--- src/i2ctfb_pkg.sv ---
// ----------------------------------------------------------------------------
// i2ctfb_pkg
// Shared types and constants for the i2c target frame buffer.
// ----------------------------------------------------------------------------
package i2ctfb_pkg;

  localparam int FRAME_DEPTH_DEF = 7;

  // operation codes of one bus event
  typedef enum logic [2:0] {
    OP_SEND    = 3'd0,
    OP_START   = 3'd1,
    OP_STOP    = 3'd2,
    OP_RX      = 3'd3,
    OP_TXREQ   = 3'd4,
    OP_RELEASE = 3'd5,
    OP_READ    = 3'd6
  } op_e;

  // frame kinds
  localparam logic [2:0] KIND_STATUS = 3'd2;
  localparam logic [2:0] KIND_MAX    = 3'd5;

  // receive phase, one-hot
  typedef enum logic [2:0] {
    PH_IDLE    = 3'b001,
    PH_RECV    = 3'b010,
    PH_WAITING = 3'b100
  } phase_t;

  // receive phase as seen on the result channel
  localparam logic [1:0] RXS_IDLE    = 2'd0;
  localparam logic [1:0] RXS_RECV    = 2'd1;
  localparam logic [1:0] RXS_WAITING = 2'd2;

  typedef struct packed {
    logic [2:0] op;
    logic [2:0] frame_kind;
    logic [7:0] command;
    logic [7:0] status;
    logic [7:0] data1;
    logic [7:0] data2;
    logic [7:0] data3;
    logic       is_transmitter;
    logic [7:0] rx_byte;
    logic [2:0] read_index;
  } ev_t;

  typedef struct packed {
    logic       valid;
    logic [7:0] data;
  } tx_res_t;

  typedef struct packed {
    logic [1:0] state;
    logic [2:0] count;
    logic [7:0] data;
    logic       empty;
  } rx_res_t;

endpackage

--- src/i2ctfb_tx.sv ---
// ----------------------------------------------------------------------------
// i2ctfb_tx
// Reply frame builder and transmit byte sequencer.
// ----------------------------------------------------------------------------
module i2ctfb_tx #(
  parameter int FRAME_DEPTH = i2ctfb_pkg::FRAME_DEPTH_DEF
) (
  input  logic                clk,
  input  logic                rst_n,
  input  logic                fire,
  input  i2ctfb_pkg::ev_t     ev,
  input  logic                rx_empty,
  output i2ctfb_pkg::tx_res_t res
);
  import i2ctfb_pkg::*;

  localparam int IDX_W = $clog2(FRAME_DEPTH);
  localparam logic [IDX_W-1:0] IDX_LAST = IDX_W'(FRAME_DEPTH - 1);

  logic [7:0]       frame_r [FRAME_DEPTH];
  logic             active_r, active_nxt;
  logic [IDX_W-1:0] idx_r, idx_nxt;

  logic             kind_ok;
  logic             build;
  logic [1:0]       ndata;
  logic [7:0]       third;
  logic [7:0]       sum;
  logic [7:0]       dbyte [3];
  logic             wr_en  [FRAME_DEPTH];
  logic [7:0]       wr_dat [FRAME_DEPTH];

  assign kind_ok = (ev.frame_kind >= KIND_STATUS) && (ev.frame_kind <= KIND_MAX);
  assign build   = fire && (ev.op == OP_SEND) && kind_ok;
  assign ndata   = 2'(ev.frame_kind - KIND_STATUS);
  assign third   = (ev.frame_kind == KIND_STATUS) ? ev.status : 8'd0;
  assign dbyte[0] = ev.data1;
  assign dbyte[1] = ev.data2;
  assign dbyte[2] = ev.data3;

  always_comb begin
    sum = 8'(ev.frame_kind) ^ ev.command ^ third;
    for (int j = 0; j < 3; j++) begin
      if (j < int'(ndata)) sum = sum ^ dbyte[j];
    end
  end

  // entry writes for a new frame: header, data bytes, checksum
  always_comb begin
    for (int i = 0; i < FRAME_DEPTH; i++) begin
      wr_en[i]  = 1'b0;
      wr_dat[i] = 8'd0;
    end
    if (build) begin
      wr_en[0]  = 1'b1;
      wr_dat[0] = 8'(ev.frame_kind);
      wr_en[1]  = 1'b1;
      wr_dat[1] = ev.command;
      wr_en[2]  = 1'b1;
      wr_dat[2] = third;
      for (int j = 0; j < 3; j++) begin
        if (j < int'(ndata)) begin
          wr_en[3 + j]  = 1'b1;
          wr_dat[3 + j] = dbyte[j];
        end
      end
      wr_en[IDX_W'(3) + IDX_W'(ndata)]  = 1'b1;
      wr_dat[IDX_W'(3) + IDX_W'(ndata)] = sum;
    end
  end

  always_comb begin
    active_nxt = active_r;
    idx_nxt    = idx_r;
    res.valid  = 1'b0;
    res.data   = 8'd0;
    case (ev.op)
      OP_SEND: begin
        if (kind_ok) begin
          active_nxt = 1'b1;
          idx_nxt    = IDX_W'(1);
          res.valid  = 1'b1;
          res.data   = 8'(ev.frame_kind);
        end
      end
      OP_STOP: begin
        active_nxt = 1'b0;
      end
      OP_TXREQ: begin
        if (active_r) begin
          res.valid = 1'b1;
          res.data  = frame_r[idx_r];
          idx_nxt   = (idx_r == IDX_LAST) ? idx_r : idx_r + IDX_W'(1);
        end else if (rx_empty) begin
          // no active frame and receive index at zero: answer with a zero byte
          res.valid = 1'b1;
        end
      end
      default: begin
      end
    endcase
  end

  always_ff @(posedge clk) begin
    if (!rst_n) begin
      active_r <= 1'b0;
      idx_r    <= '0;
    end else if (fire) begin
      active_r <= active_nxt;
      idx_r    <= idx_nxt;
    end
  end

  always_ff @(posedge clk) begin
    for (int i = 0; i < FRAME_DEPTH; i++) begin
      if (!rst_n) begin
        frame_r[i] <= 8'd0;
      end else if (wr_en[i]) begin
        frame_r[i] <= wr_dat[i];
      end
    end
  end

endmodule

--- src/i2ctfb_rx.sv ---
// ----------------------------------------------------------------------------
// i2ctfb_rx
// Receive byte store, receive index and receive phase tracking.
// ----------------------------------------------------------------------------
module i2ctfb_rx #(
  parameter int FRAME_DEPTH = i2ctfb_pkg::FRAME_DEPTH_DEF
) (
  input  logic                clk,
  input  logic                rst_n,
  input  logic                fire,
  input  i2ctfb_pkg::ev_t     ev,
  output i2ctfb_pkg::rx_res_t res
);
  import i2ctfb_pkg::*;

  localparam int IDX_W = $clog2(FRAME_DEPTH);
  localparam logic [IDX_W-1:0] IDX_LAST = IDX_W'(FRAME_DEPTH - 1);

  logic [7:0]       store_r [FRAME_DEPTH];
  logic [IDX_W-1:0] idx_r, idx_nxt;
  phase_t           phase_r, phase_nxt;
  logic             wr_en;
  logic [IDX_W-1:0] rd_idx;
  logic             rd_ok;
  logic [7:0]       rd_data;
  logic [1:0]       state_o;

  assign rd_idx = IDX_W'(ev.read_index);
  assign rd_ok  = int'(ev.read_index) < FRAME_DEPTH;
  assign wr_en  = fire && (ev.op == OP_RX);

  always_comb begin
    idx_nxt   = idx_r;
    phase_nxt = phase_r;
    rd_data   = 8'd0;
    case (ev.op)
      OP_START: begin
        // a start addressed for reading from us leaves the receive side alone
        if (!ev.is_transmitter) begin
          idx_nxt   = '0;
          phase_nxt = PH_RECV;
        end
      end
      OP_STOP: begin
        if (phase_r == PH_RECV) phase_nxt = PH_WAITING;
      end
      OP_RX: begin
        idx_nxt = (idx_r == IDX_LAST) ? idx_r : idx_r + IDX_W'(1);
      end
      OP_RELEASE: begin
        if (phase_r == PH_WAITING) phase_nxt = PH_IDLE;
      end
      OP_READ: begin
        if (rd_ok) rd_data = store_r[rd_idx];
      end
      default: begin
      end
    endcase
  end

  always_comb begin
    case (phase_nxt)
      PH_IDLE:    state_o = RXS_IDLE;
      PH_RECV:    state_o = RXS_RECV;
      PH_WAITING: state_o = RXS_WAITING;
      default:    state_o = RXS_IDLE;
    endcase
  end

  assign res = {state_o, idx_nxt[2:0], rd_data, (idx_r == '0)};

  always_ff @(posedge clk) begin
    if (!rst_n) begin
      idx_r   <= '0;
      phase_r <= PH_IDLE;
    end else if (fire) begin
      idx_r   <= idx_nxt;
      phase_r <= phase_nxt;
    end
  end

  always_ff @(posedge clk) begin
    for (int i = 0; i < FRAME_DEPTH; i++) begin
      if (!rst_n) begin
        store_r[i] <= 8'd0;
      end else if (wr_en && (idx_r == IDX_W'(i))) begin
        store_r[i] <= ev.rx_byte;
      end
    end
  end

endmodule

--- src/i2c_target_frame_buffer.sv ---
// ----------------------------------------------------------------------------
// i2c_target_frame_buffer
// Message side of an i2c target: reply frame transmit and receive buffering.
// ----------------------------------------------------------------------------
//   channel  | handshake           | payload
//   ---------+---------------------+------------------------------------------
//   in       | in_valid/in_ready   | operation, frame fields, rx_byte, index
//   out      | out_valid/out_ready | tx_valid, tx_byte, rx_state/count/data
//
// One result per transaction. An event sits in the input register, is
// applied to the buffers and lands in the output register; one event per
// cycle sustained while the output is not stalled.
// Synchronous active-low reset clears all buffers and counters.
// A stalled output holds the input register; the input side takes a new
// transaction whenever the input register is empty or moving on.
// ----------------------------------------------------------------------------
module i2c_target_frame_buffer #(
  parameter int FRAME_DEPTH = i2ctfb_pkg::FRAME_DEPTH_DEF
) (
  input  logic       clk,
  input  logic       rst_n,
  input  logic       in_valid,
  output logic       in_ready,
  input  logic [2:0] in_operation,
  input  logic [2:0] in_frame_kind,
  input  logic [7:0] in_command,
  input  logic [7:0] in_status,
  input  logic [7:0] in_data1,
  input  logic [7:0] in_data2,
  input  logic [7:0] in_data3,
  input  logic       in_is_transmitter,
  input  logic [7:0] in_rx_byte,
  input  logic [2:0] in_read_index,
  output logic       out_valid,
  input  logic       out_ready,
  output logic       out_tx_valid,
  output logic [7:0] out_tx_byte,
  output logic [1:0] out_rx_state,
  output logic [2:0] out_rx_count,
  output logic [7:0] out_rx_data
);
  import i2ctfb_pkg::*;

  logic    s1_valid_r;
  ev_t     s1_ev_r;
  logic    out_valid_r;
  tx_res_t tx_out_r;
  rx_res_t rx_out_r;
  logic    adv;
  logic    fire;
  tx_res_t tx_res;
  rx_res_t rx_res;

  assign adv      = !out_valid_r || out_ready;
  assign fire     = s1_valid_r && adv;
  assign in_ready = !s1_valid_r || adv;

  always_ff @(posedge clk) begin
    if (!rst_n) begin
      s1_valid_r  <= 1'b0;
      out_valid_r <= 1'b0;
    end else begin
      if (in_ready) s1_valid_r <= in_valid;
      if (adv) out_valid_r <= s1_valid_r;
    end
  end

  always_ff @(posedge clk) begin
    if (in_ready && in_valid) begin
      s1_ev_r.op             <= in_operation;
      s1_ev_r.frame_kind     <= in_frame_kind;
      s1_ev_r.command        <= in_command;
      s1_ev_r.status         <= in_status;
      s1_ev_r.data1          <= in_data1;
      s1_ev_r.data2          <= in_data2;
      s1_ev_r.data3          <= in_data3;
      s1_ev_r.is_transmitter <= in_is_transmitter;
      s1_ev_r.rx_byte        <= in_rx_byte;
      s1_ev_r.read_index     <= in_read_index;
    end
    if (fire) begin
      tx_out_r <= tx_res;
      rx_out_r <= rx_res;
    end
  end

  i2ctfb_rx #(
    .FRAME_DEPTH (FRAME_DEPTH)
  ) u_rx (
    .clk   (clk),
    .rst_n (rst_n),
    .fire  (fire),
    .ev    (s1_ev_r),
    .res   (rx_res)
  );

  i2ctfb_tx #(
    .FRAME_DEPTH (FRAME_DEPTH)
  ) u_tx (
    .clk      (clk),
    .rst_n    (rst_n),
    .fire     (fire),
    .ev       (s1_ev_r),
    .rx_empty (rx_res.empty),
    .res      (tx_res)
  );

  assign out_valid    = out_valid_r;
  assign out_tx_valid = tx_out_r.valid;
  assign out_tx_byte  = tx_out_r.data;
  assign out_rx_state = rx_out_r.state;
  assign out_rx_count = rx_out_r.count;
  assign out_rx_data  = rx_out_r.data;

endmodule
--- config.mk ---
export PLATFORM = sky130hd
export DESIGN_NAME = i2c_target_frame_buffer
export DESIGN_NICKNAME = d
export VERILOG_FILES = /design/src/i2ctfb_pkg.sv /design/src/i2ctfb_tx.sv /design/src/i2ctfb_rx.sv /design/src/i2c_target_frame_buffer.sv
export SDC_FILE = /design/constraint.sdc
export NUM_CORES = 1
export LEC_CHECK = 0
export BUFFER_PORTS_ARGS = -buffer_cell sky130_fd_sc_hd__buf_2
export CAP_MARGIN = 25
export CORE_ASPECT_RATIO = 0.8
export CORE_UTILIZATION = 40
export DETAILED_ROUTE_END_ITERATION = 12
export GPL_TIMING_DRIVEN = 0
export PLACE_DENSITY = 0.66
export REMOVE_ABC_BUFFERS = 1
export SLEW_MARGIN = 20
export SYNTH_ARGS = -nofsm -noshare
export SYNTH_HDL_FRONTEND = slang
export SYNTH_SLANG_ARGS = --single-unit
--- constraint.sdc ---
create_clock -name clk -period 3.2 [get_ports clk]
set_clock_uncertainty 0.2 [all_clocks]
set_input_delay 0.32 -clock clk [delete_from_list [all_inputs] [get_ports clk]]
set_output_delay 0.32 -clock clk [all_outputs]
set_load 0.005 [all_outputs]
# --- Word-level counts from Yosys, hierarchy flattened ---
# Memories as Yosys holds them, arrays and structs flattened. A register that Yosys moved wholly into a read port is not among the register bits.
# Index checks and enable logic that the tools add are counted.
classes:
  multipliers: 0
  n_reduce_logical: 26
  addsub: 4
  div: 0
  mux: 101
  shifts: 0
  n_bitwise: 21
  magnitude_cmp: 8
  n_eq_ne: 21
ops:
  columns: ["cell", "count"]
  rows:
  - ["$mux W8", 26]
  - ["$bwmux W56", 1]
  - ["$mux W56", 1]
  - ["$mux W1", 53]
  - ["$xor A8 B8 Y8", 4]
  - ["$mux W3", 10]
  - ["$eq A3 B3 Y1 const B", 9]
  - ["$demux W8 S3", 1]
  - ["$eq A3 B2 Y1 const B", 7]
  - ["$pmux W9 S2", 1]
  - ["$logic_and A1 B1 Y1", 14]
  - ["$or A1 B1 Y1", 14]
  - ["$pmux W3 S2", 2]
  - ["$mux W9", 1]
  - ["$pmux W3 S3", 1]
  - ["$xor A3 B8 Y8", 1]
  - ["$mux W7", 1]
  - ["$or A7 B7 Y7", 1]
  - ["$add A3 B1 Y3 const B", 2]
  - ["$eq A3 B1 Y1 const B", 2]
  - ["$logic_not A3 Y1", 2]
  - ["$reduce_and A5 Y1", 1]
  - ["$ge A4 B4 Y1 const B", 1]
  - ["$lt A1 B2 Y1 const A", 2]
  - ["other kinds (18)", 23]
totals:
  latchBits: 0
  ff_bits: 84
  mem_bits_rw: 112
  memories: 2
  wordCells: 203
  mem_bits_ro: 0
memory_table:
  columns: ["memory", "depth", "word_bits", "rd", "rd_ports_with_merged_regs", "write_ports", "line", "source"]
  rows:
  - ["u_rx.store_r", 7, 8, 1, 1, 7, "i2ctfb_rx.sv:19", "logic [7:0] store_r [FRAME_DEPTH];"]
  - ["u_tx.frame_r", 7, 8, 1, 1, 7, "i2ctfb_tx.sv:20", "logic [7:0] frame_r [FRAME_DEPTH];"]

# --- Depth between registers and ports, before layout ---
depth:
  depth_word: 13
  depth_mapped: 9
  depth_no_buf: 7

# --- Modules after synthesis ---
# From an unflattened synthesis, not the netlist that was laid out.
hier_totals:
  cells_unflattened: 720
  area_unflattened_um2: 9671.8
modules_own_cells:
  columns: ["mod", "area_each_um2", "seq_area_each_um2", "instances", "cells_per_inst"]
  rows:
  - ["i2ctfb_tx", 3996.3, 1821.7, 1, 374]
  - ["i2ctfb_rx", 3169.3, 1801.7, 1, 257]
  - ["i2c_target_frame_buffer", 2506.2, 2442.3, 1, 89]

# --- Worst setup path after synthesis ---
# OpenSTA, ideal clock, no wires.
synth_path:
  path_kind: "input port to flip-flop"
  start: "input port out_ready"
  end: "memory u_rx.store_r[0][0], enable pin"
  arrival_time_ns: 2.547
  path_slack_ns: 0.069
  t_required_ns: 2.616
  stages: 6
  n_path_buf: 1
  path_cell_list: "nand2b_1 nand2_1 inv_1 clkbuf_1 nand3_1 o21ai_0"
synth_lines:
  columns: ["item", "line", "source"]
  rows:
  - ["start: declaration", "i2c_target_frame_buffer.sv:35", "input logic out_ready,"]
  - ["end: declaration", "i2ctfb_rx.sv:19", null]

==> results.cfg <==
[status]
status = completed

[power_and_ir_drop]
internal-power_uw = 4800
switchingPower_uw = 1390
pwr-share-clk = 0.406
p_comb_frac = 0.086
ir_worst_vdd_v = 0.000402
seq_power_share = 0.508
p_leak_uw = 0.00426
netSwitchingFraction = 0.225
powerDensity_nw_per_um2 = 529
fin_total_pwr_uw = 6190

[final_layout]
final_common_cell = edfxtp_1
syn2layout_area_growth_pct = 23.0
regArea_sq_um = 6070
final_layout_size_suffix_gt1_frac = 0.183
final_cell_mix = edfxtp_1 (192), buf_2 (86), and2_1 (61), dlygate4sd3_1 (61), nand2_1 (60)
multi_input_area_sq_um = 3290
num_antenna_cells = 0
final_nets = 948
num-fill-cells = 1984

[min_path]
min_from = rst_n
min_path_type = primary input to register
hold_depth = 2

[synth]
synth_cell_type_count = 50
syn_area_per_cell_sq_um = 13.2
synthXorXnorAreaFrac = 0.0467
synth_top_family_by_area = simple AND/OR/NAND/NOR gates
ys.flop_type = edfxtp_1
synth_compound_area_frac = 0.0639
async_flop_share = 0
synth-simple-area-share = 0.133
ys_seq_elements = 207
synthAdderAreaFrac = 0.0198
synth_seq_area_share = 0.638
synth.cell_area_sq_um = 9500
synth_edf_count = 192
syn-instance-count = 719
synthMuxAreaShare = 0.0773
yosysWarnings = 0

[global_routing]
grt_pass1_wl_um = 32700
gr-total-overflow = 0
grt_util_all_layers = 0.174
grt_max_degree = 54
antenna_found_initial = 0
grt_pass1_vias = 5759

[clock_tree]
clockBufferDepth = 3
numCtsBuffers = 23
clkLatencyLatePin_ns = 0.50
cts.clk_slew.worst_paths_ns = 0.06
cts.sinks = 207
h-tree-depth = 1
cts_tree = done
root_buffer = clkbuf_16

[flow_run]
cap_violations = 0

[sta]
maxSlewHeadroom = 0.378
period_share = 0.964
rsz0062_at_grt = true
slew_violations = 0
setup-violations-final = 0
tightest_slew_ns = 0.932
finalSetupTns_ns = 0
finalHoldViolCount = 0
fmax_ghz = 0.324
period_needed_ns = 3.08

[placed_design]
detailed_place_hpwl_um = 13400
portBuffers = 85
globalplace.congestion = 0.813

[drt]
vias = 6031
ant_nets = 0
vias_per_cell = 5.03
routed_wl_um = 21000
route.detailed.drc = 0
wl_per_cell_um = 17.5
dr.pass1.iters = 4
drt_iter0_drc = 404

[die]
ios = 86
dieHeight_um = 140
start_util = 0.407
coreArea_sq_um = 23300
fp.dieW_um = 174
die-area_sq_um = 24400
rows = 50

[worst_setup_path]
arrival_ns = 3.24
crit_required_ns = 3.35
reg2reg_slack_ns = 0.12
startpoint = s1_ev_r[53]
critPathMaxFanout = 25
cp_slowest_cell = nor4_4
endpoint_kind = register
path_cells = inv_1 > ha_1 > nor4_4 > nand4_4 > or2_4 > or3_1 > o21ai_1
cp_slowest_stage_delay_ns = 0.50
worst-setup-path-type = register to register
start_kind = register
worstRegToRegCells = 7
r2r_start = s1_ev_r[53]
per-stage QoR:
stage | hold slack [ns] | instances | instance area (sq um) | setup slack (ns) | util
6_report | 0.0840 | 1199 | 11700 | 0.116 | 0.501
5_1_grt | 0.118 | 1199 | 11700 | -0.0868 | 0.501
4_1_cts | 0.0773 | 1192 | 11600 | 0.0319 | 0.496
3_5_place_dp | 0.290 | 1087 | 10200 | -0.678 | 0.438
3_3_place_gp | 0.285 | 1085 | 10200 | -0.784 | 0.436
2_1_floorplan | 0.211 | 688 | 9370 | 0.193 | -
synthesized netlist by cell type (all sizes together), types with 4 or more instances:
library cell	n	area share
nor2b	20	0.013
xnor2	27	0.025
and2	62	0.041
nor3	6	0.0032
buf	12	0.0066
ha	15	0.020
a21oi	20	0.011
mux2i	34	0.036
mux4	16	0.038
dfxtp	15	0.032
nor4	5	0.0049
xor2	16	0.015
or3	4	0.0026
a211oi	11	0.0087
o22ai	6	0.0040
nand2	61	0.024
nand2b	10	0.0066
edfxtp	192	0.61
inv	17	0.0067
clkbuf	19	0.0075
o21ai	50	0.026
nor2	54	0.021
nand3	12	0.0063
final timing paths:
path | to
setup / recovery | u_tx.frame_r[4][4]
hold / removal | u_rx.phase_r[0]
setup reg to reg | u_tx.frame_r[4][4]
hold reg to reg | u_tx.active_r
layer usage:
metal  share of wire  vias up  global-route usage
met3           0.060       36              0.0298
met2            0.43      197               0.253
li1                -     2928                   -
met1            0.49     2870               0.266
met4           0.020        0              0.0466
met5               0        -                   0
sequential cells by signal, summed over array words and instances, names as in the netlist, named ones only:
signal / flops
s1_ev_r: 58
u_rx.store_r: 56
u_tx.frame_r: 56
out_rx_data: 8
out_tx_byte: 8
out_rx_count: 3
u_rx.idx_r: 3
u_rx.phase_r: 3
u_tx.idx_r: 3
out_rx_state: 2
out_tx_valid: 1
out_valid: 1
s1_valid_r: 1
u_tx.active_r: 1
cell type report:
cell class              instances  share of cell area
flip-flops and latches        207               0.519
multi-input cells             464               0.281
repair buffers                158               0.100
clock buffers                  29              0.0512
well taps                     312              0.0334
clock inverters                12             0.00953
inverters                      17             0.00546
cells by family after synthesis:
kind of cell	after synthesis
compound gates	104
simple gates	246
flops	207
xor+xnor	46
buf+inv	48
fa+ha+maj	15
mux	53
power by group through the flow:
stage          clock [uW]  sequential, uW  combinational, uW
5_1_grt              2650            3150                579
6_report             2510            3140                533
2_1_floorplan           0            3180                287
4_1_cts              2570            3150                506
3_5_place_dp            0            3210                440
3_3_place_gp            0            3210                426
critical path, delay by kind of cell (launching register included):
family          cells  cell delay [ns]
simple gates        4             1.65
flops               1             0.46
fa+ha+maj           1             0.31
buf+inv             1             0.24
compound gates      1             0.08
repair_timing:
| item | CTS | global route |
|---|---|---|
| setup buffers | 3 | 5 |
| endpoints found under the hold margin | 60 | 0 |
| pin swaps | 0 | 0 |
| setup endpoints to repair | 113 | 79 |
| hold buffers | 61 | 0 |
| gates resized for setup | 6 | 6 |
Note: power is estimated with default switching activity, not from simulation.
